$ cat src/design/spa_pkg.sv
// ----------------------------------------------------------------------------
// spa_pkg: shared types and constants for the sparse polynomial adder
// Beat payloads, term record, table command and status codes.
// ----------------------------------------------------------------------------
`default_nettype none

package spa_pkg;

    localparam int MAX_TERMS_DEF = 16;

    typedef enum logic [1:0] {
        KIND_INS_A = 2'd0,
        KIND_INS_B = 2'd1,
        KIND_ADD   = 2'd2,
        KIND_CLEAR = 2'd3
    } kind_t;

    typedef enum logic [1:0] {
        STAT_OK   = 2'd0,
        STAT_FULL = 2'd1,
        STAT_SUM  = 2'd2,
        STAT_NONE = 2'd3
    } status_t;

    typedef struct packed {
        kind_t              kind;
        logic signed [31:0] coefficient;
        logic signed [15:0] exponent;
    } req_t;

    typedef struct packed {
        status_t            status;
        logic signed [31:0] sum_coefficient;
        logic signed [15:0] sum_exponent;
        logic               last;
    } rsp_t;

    typedef struct packed {
        logic signed [31:0] coefficient;
        logic signed [15:0] exponent;
    } term_t;

    typedef enum logic [1:0] {
        TOP_NONE   = 2'd0,
        TOP_INSERT = 2'd1,
        TOP_POP    = 2'd2,
        TOP_CLEAR  = 2'd3
    } tbl_op_t;

    typedef struct packed {
        tbl_op_t op;
        term_t   term;
    } tbl_cmd_t;

endpackage : spa_pkg

`default_nettype wire

$ cat src/design/spa_cell.sv
// ----------------------------------------------------------------------------
// spa_cell: one term slot of a sorted term chain
// Holds a term; shifts right on sorted insert, left (head wraps to tail) on pop.
// ----------------------------------------------------------------------------
`default_nettype none

module spa_cell (
    input  wire logic             clk,
    input  spa_pkg::tbl_cmd_t     cmd,
    input  wire logic             valid,
    input  wire logic             tail,
    input  wire logic             prev_ge,
    input  spa_pkg::term_t        prev_term,
    input  spa_pkg::term_t        next_term,
    input  spa_pkg::term_t        head_term,
    output logic                  ge,
    output spa_pkg::term_t        term
);
    import spa_pkg::*;

    term_t term_reg;
    term_t term_next;

    // this slot stays put on insert when its exponent is not below the new one
    assign ge   = valid && (term_reg.exponent >= cmd.term.exponent);
    assign term = term_reg;

    always_comb
    begin
        term_next = term_reg;
        unique case (cmd.op)
            TOP_INSERT:
            begin
                if (!ge)
                begin
                    term_next = prev_ge ? cmd.term : prev_term;
                end
            end
            TOP_POP:
            begin
                term_next = tail ? head_term : next_term;
            end
            TOP_NONE, TOP_CLEAR:
            begin
                term_next = term_reg;
            end
            default:
            begin
                term_next = term_reg;
            end
        endcase
    end

    always_ff @(posedge clk)
    begin
        term_reg <= term_next;
    end

endmodule : spa_cell

`default_nettype wire

$ cat src/design/spa_table.sv
// ----------------------------------------------------------------------------
// spa_table: one sorted term table built as a chain of cells
// Sorted insert, pop-and-rotate of the head, clear by count.
// ----------------------------------------------------------------------------
`default_nettype none

module spa_table #(
    parameter int MAX_TERMS = spa_pkg::MAX_TERMS_DEF,
    localparam int CW = $clog2(MAX_TERMS + 1)
) (
    input  wire logic             clk,
    input  wire logic             rst_n,
    input  spa_pkg::tbl_cmd_t     cmd,
    output logic [CW-1:0]         count,
    output spa_pkg::term_t        head
);
    import spa_pkg::*;

    logic [CW-1:0] count_reg;
    logic [CW-1:0] count_next;
    logic          full;
    tbl_cmd_t      cell_cmd;
    term_t         terms [MAX_TERMS];
    logic          ges   [MAX_TERMS];

    assign full  = (count_reg == CW'(MAX_TERMS));
    assign count = count_reg;
    assign head  = terms[0];

    // a full table drops the insert
    always_comb
    begin
        cell_cmd = cmd;
        if (cmd.op == TOP_INSERT && full)
        begin
            cell_cmd.op = TOP_NONE;
        end
    end

    always_comb
    begin
        count_next = count_reg;
        unique case (cell_cmd.op)
            TOP_INSERT: count_next = count_reg + CW'(1);
            TOP_CLEAR:  count_next = '0;
            TOP_NONE, TOP_POP: count_next = count_reg;
            default:    count_next = count_reg;
        endcase
    end

    always_ff @(posedge clk or negedge rst_n)
    begin
        if (!rst_n)
        begin
            count_reg <= '0;
        end
        else
        begin
            count_reg <= count_next;
        end
    end

    for (genvar i = 0; i < MAX_TERMS; i++)
    begin : g_cell
        logic  prev_ge;
        term_t prev_term;
        term_t next_term;

        if (i == 0)
        begin : g_first
            assign prev_ge   = 1'b0;
            assign prev_term = cell_cmd.term;
        end
        else
        begin : g_mid
            assign prev_ge   = ges[i-1];
            assign prev_term = terms[i-1];
        end

        if (i == MAX_TERMS - 1)
        begin : g_end
            assign next_term = terms[0];
        end
        else
        begin : g_inner
            assign next_term = terms[i+1];
        end

        spa_cell u_cell (
            .clk       (clk),
            .cmd       (cell_cmd),
            .valid     (count_reg > CW'(i)),
            .tail      (count_reg == CW'(i + 1)),
            .prev_ge   (prev_ge),
            .prev_term (prev_term),
            .next_term (next_term),
            .head_term (terms[0]),
            .ge        (ges[i]),
            .term      (terms[i])
        );
    end

endmodule : spa_table

`default_nettype wire

$ cat config.mk
export PLATFORM = sky130hd
export DESIGN_NAME = spa_table
export DESIGN_NICKNAME = d
export VERILOG_FILES = /design/src/design/spa_pkg.sv /design/src/design/spa_cell.sv /design/src/design/spa_table.sv
export SDC_FILE = /design/constraint.sdc
export NUM_CORES = 2
export LEC_CHECK = 0
export BUFFER_PORTS_ARGS = -buffer_cell sky130_fd_sc_hd__buf_2
export CAP_MARGIN = 15
export CORE_ASPECT_RATIO = 1.25
export CORE_MARGIN = 4
export CORE_UTILIZATION = 40
export CTS_CLUSTER_DIAMETER = 80
export DETAILED_ROUTE_END_ITERATION = 10
export GPL_ROUTABILITY_DRIVEN = 0
export SLEW_MARGIN = 0
export SYNTH_ARGS = -nofsm -noshare
export SYNTH_HDL_FRONTEND = slang
export SYNTH_SLANG_ARGS = --single-unit
$ cat constraint.sdc
create_clock -name clk -period 13.2 [get_ports clk]
set_input_delay 0.66 -clock clk [delete_from_list [all_inputs] [get_ports clk]]
set_output_delay 0.66 -clock clk [all_outputs]
set_load 0.05 [all_outputs]
=== Word level (Yosys, flattened, before mapping) ===
Index checks and enable logic that the tools add are counted.
W data, S select, Z words.

* Bits of input ports: 52
* Output and inout port bits: 53
* Register bits after elaboration: 773
* Word-level logic and storage cells: 204

* Mux-type cells: 64
* Equality and inequality tests: 37
* Bitwise gates (word level): 1
* Add/subtract/negate cells: 1
* Order comparisons: 32
* Reduce and logical (&&, ||, !) cells: 36

{| class="wikitable"
|+ Operators by type and width
! cell !! count
|-
| $mux W48 || 46
|-
| $pmux W48 S2 || 16
|-
| $ge A16 B16 Y1 || 16
|-
| $eq A5 B4 Y1 const B || 8
|-
| $gt A5 B4 Y1 const B || 8
|-
| $ne A2 B2 Y1 const B || 17
|-
| $reduce_and A2 Y1 || 15
|-
| $eq A5 B3 Y1 const B || 4
|-
| $gt A5 B3 Y1 const B || 4
|-
| $logic_and A1 B1 Y1 || 17
|-
| $eq A5 B2 Y1 const B || 2
|-
| $gt A5 B1 Y1 const B || 2
|-
| $gt A5 B2 Y1 const B || 2
|-
| $pmux W5 S2 || 1
|-
| $add A5 B1 Y5 const B || 1
|-
| $eq A5 B1 Y1 const B || 1
|-
| $eq A5 B5 Y1 const B || 1
|-
| $eq A2 B1 Y1 const B || 2
|-
| $eq A2 B2 Y1 const B || 2
|-
| $reduce_or A2 Y1 || 2
|-
| $reduce_and A3 Y1 || 1
|-
| $logic_not A2 Y1 || 1
|-
| $mux W2 || 1
|-
| $not A1 Y1 || 1
|}

=== Depth between registers and ports, before layout ===
* Word-level depth: 7
* Gate-level depth with buffers: 11

=== By module ===
A second synthesis with hierarchy kept.

* Cell total of the unflattened synthesis: 5466
* Area, all modules: 55778.5 µm²

{| class="wikitable"
|+ By module, submodules not included
! module !! cells an instance !! instances !! area an instance (µm²)
|-
| spa_cell (g_cell[2].u_cell ...) || 337 || 8 || 3453.3
|-
| spa_cell (g_cell[0].u_cell ...) || 335 || 8 || 3437.0
|-
| spa_table || 90 || 1 || 655.6
|}

=== Worst setup path before layout ===
OpenSTA, ideal clock, no wires.

* Path kind: input to register
* Start point: input port cmd[8] (netlist bit)
* End point: register g_cell[3].u_cell.term_reg, in the netlist g_cell[3].u_cell.term[0] (enable)
* Arrival: 5.157 ns
* Required time: 12.731 ns
* Path buffers: 2
* Stages: 10
* Path slack: 7.573 ns
* Cells stage by stage: inv_1 > ha_1 > and4_1 > a21boi_1 > o311a_1 > a2111oi_2 > a311oi_2 > buf_2 > buf_2 > a21oi_1

* Cells in the longest elaborated chain, start to end: 4

{| class="wikitable"
|+ Ends and longest elaborated chain
! element !! RTL line !! text
|-
| from (decl) || spa_table.sv:13 || <nowiki>input spa_pkg::tbl_cmd_t cmd,</nowiki>
|-
| $ge A16 B16 Y1 || spa_cell.sv:25 || <nowiki>assign ge = valid && (term_reg.exponent >= cmd.term.exponent);</nowiki>
|-
| $logic_and A1 B1 Y1 || spa_cell.sv:25 ||
|-
| $ne A2 B2 Y1 (no source line) || - ||
|-
| $reduce_and A2 Y1 (no source line) || - ||
|-
| to (signal assigned) || spa_cell.sv:56 || <nowiki>term_reg <= term_next;</nowiki>
|-
| to (decl) || spa_cell.sv:21 || <nowiki>term_t term_reg;</nowiki>
|}

No other way between the ends.
A chain may end at the register's enable or synchronous reset.

==> reports/metrics.cfg <==
[floorplan]
rows = 142
die_h_um = 396.9
dieWidth_um = 319.2
fp.dieArea_um2 = 126700
num_io_pins = 105
coreArea_um2 = 120100
initial_core_util_pct = 40.30

[cells_and_area]
layout_commonest_cell = nand2_1
layout_common_cells = nand2_1, edfxtp_1, a21oi_1, a221o_1, ha_1
multiInputGateArea_um2 = 23640
fillers = 11421
finalNetCount = 5043
area_growth_pct = 9.695
finish.utilization_pct = 44.21
drive_gt1_share_pct = 9.487
largest_reg_flops = 768
regArea_um2 = 23190
stdcell_area_um2 = 53100

[global_route]
grt_usage_pct = 31.28
grt_pass1_wl_mm = 296.7
grt.overflow.total = 0
grt_max_degree = 159
antenna_found_initial = 7
grt_pass1_vias = 42370

[cts]
cts-buffers-inserted = 85
cts.sinks = 773
ctsResizeCount = 0
insertion_delay_ns = 0.70
clockBufferDepth = 3
path_clk_slew_ns = 0.06
cts_tree = done
root_buffer = clkbuf_16
htreeDepth = 3

[sta]
fin_skew_ns = 0.02650
hold_viol = 0
setup_tns_ns = 0
worst_slew_pin_slew_ns = 1.234
fin_crit_ns = 4.971
drv_slew = 0
maxSlewHeadroom_pct = 17.56
fmaxAchievable_ghz = 0.2012
final.setup.worst_slack_ns = 8.229
setup_viol_count_final = 0
post-route-period-util_pct = 37.66
rsz0062_at_grt = no

[synth]
synthFlopType = edfxtp_1
netlist_top_cells_area = edfxtp_1, a221o_1, nand2_1
yosysUniqueCellTypes = 65
synth.net_count = 5223
synth-seq-area-share_pct = 47.90
ys_seq_elements = 773
syn_inst = 4909
synth_edf_count = 768
yosysTopAreaCellShare_pct = 47.64
async_flop_share_pct = 0.6468
yosysTopAreaCell = edfxtp_1
yosysWarnings = 0
netlist_area_um2 = 48410
syn_area_per_cell_um2 = 9.861

[route]
vias = 43795
drt_wl_total_mm = 206.6
viasPerCell = 6.861
avgRoutedWirePerCell_um = 32.37
drt_pass1_iterations = 6
drc = 0
ant_nets = 0
drt_iter0_drc = 6200

[setup_path]
critPathCapture = g_cell[10].u_cell.term[21]$_DFFE_PP_
endpoint_kind = flop
r2r-end = g_cell[11].u_cell.term[10]$_DFFE_PP_
worst_r2r_path_depth = 7
required_ns = 13.63
start_kind = primary input
cp.arrival_ns = 5.40
critPathLaunch = cmd[15]
critPathKind = in -> reg
r2r-start = count[4]$_DFFE_PN0N_
rrSetupSlack_ns = 8.46
cp_max_fo = 35

[place]
dp_hpwl_mm = 126.2
dp_slack_ns = 7.678
io_buffers = 104
post_dp_cell_area_um2 = 50380

[power_and_ir_drop]
peakVddDrop_uv = 91.87
power.leakage_uw = 0.02039
power_density_nw_per_um2 = 157.3
power_uw = 8353

[min_path]
worstHoldPathType = in -> reg

[run]
cap_violations = 0

[run_status]
status = finished clean

==> kinds of logic (layout without fill, tap and decap cells) <==
| family | after synthesis | after routing | share of synthesized area [%] |
|---|---|---|---|
| compound gates | 1551 | 1551 | 23.78 |
| fa+ha+maj | 262 | 262 | 6.772 |
| flops | 773 | 773 | 47.90 |
| simple gates | 1645 | 1645 | 14.14 |
| other cells | 0 | 3 | 0 |
| buf+inv | 529 | 416 | 4.322 |
| mux | 148 | 148 | 3.063 |
| xor+xnor | 1 | 1 | 0.01810 |
==> area by class of cell <==
class	instances	share of cell area (%)
Multi-Input combinational cell	3607	44.53
Sequential cell	773	43.67
Clock buffer	100	4.152
Tap cell	1584	3.732
Timing Repair Buffer	219	2.726
Clock inverter	54	0.8789
Inverter	43	0.3040
Antenna cell	3	0.01414
==> worst max-delay path: stages <==
cell	delay, ns
buf_2	0.14
inv_1	0.64
ha_1	0.33
nand4_1	0.22
or2_1	0.30
o31ai_1	0.24
nor4_1	0.10
nor3b_4	0.96
buf_4	0.65
nor2_4	0.30
buf_4	0.40
a221o_1	0.35
==> synthesized netlist by cell type (28+ instances only) <==
| master | n |
|---|---|
| o21ai_0 | 68 |
| nand3_1 | 61 |
| a22oi_1 | 95 |
| nand2b_1 | 66 |
| ha_1 | 262 |
| inv_1 | 43 |
| clkbuf_1 | 381 |
| o221a_2 | 46 |
| a21oi_1 | 644 |
| edfxtp_1 | 768 |
| buf_2 | 61 |
| a221o_1 | 530 |
| nor2_1 | 105 |
| and2_1 | 38 |
| buf_1 | 40 |
| nand4_1 | 43 |
| nand2_1 | 1261 |
| a21o_1 | 28 |
| o221ai_1 | 49 |
| mux2i_1 | 147 |
==> timing repair <==
item,in CTS,in global routing
setup buffers,0,0
hold endpoints to repair,5,0
hold buffers,1,0
==> per-layer routing <==
metal | GRT usage (%) | routed length (um) | up-vias
li1 | - | - | 18408
met1 | 38.51 | 75160 | 21408
met2 | 49.70 | 93350 | 3177
met3 | 6.400 | 21980 | 796
met4 | 21.02 | 16120 | 6
met5 | 0 | 44 | -
==> worst min-delay path by stage <==
stage	startpoint	end	slack, ns	depth (start not counted)
global placement	rst_n	count[3]$_DFFE_PN0N_	0.48	1
global route	cmd[34]	g_cell[0].u_cell.term[34]$_DFFE_PP_	0.34	3
CTS	cmd[35]	g_cell[0].u_cell.term[35]$_DFFE_PP_	0.29	3
finish	cmd[42]	g_cell[0].u_cell.term[42]$_DFFE_PP_	0.33	3
floorplan	rst_n	count[0]$_DFFE_PN0N_	0.36	0
detailed placement	rst_n	count[3]$_DFFE_PN0N_	0.48	1
==> metrics by stage <==
stage               cells  hold slack, ns
floorplan            4909          0.3644
global placement     6220          0.4810
detailed placement   6224          0.4824
CTS                  6379          0.2863
global route         6380          0.3377
finish               6383          0.3288
==> power by group <==
part | internal (uW) | switching (uW)
clock | 1320 | 1110
combinational | 774 | 1330
sequential | 3360 | 459
total | 5460 | 2900
Note: power is estimated with default switching activity, not from simulation.
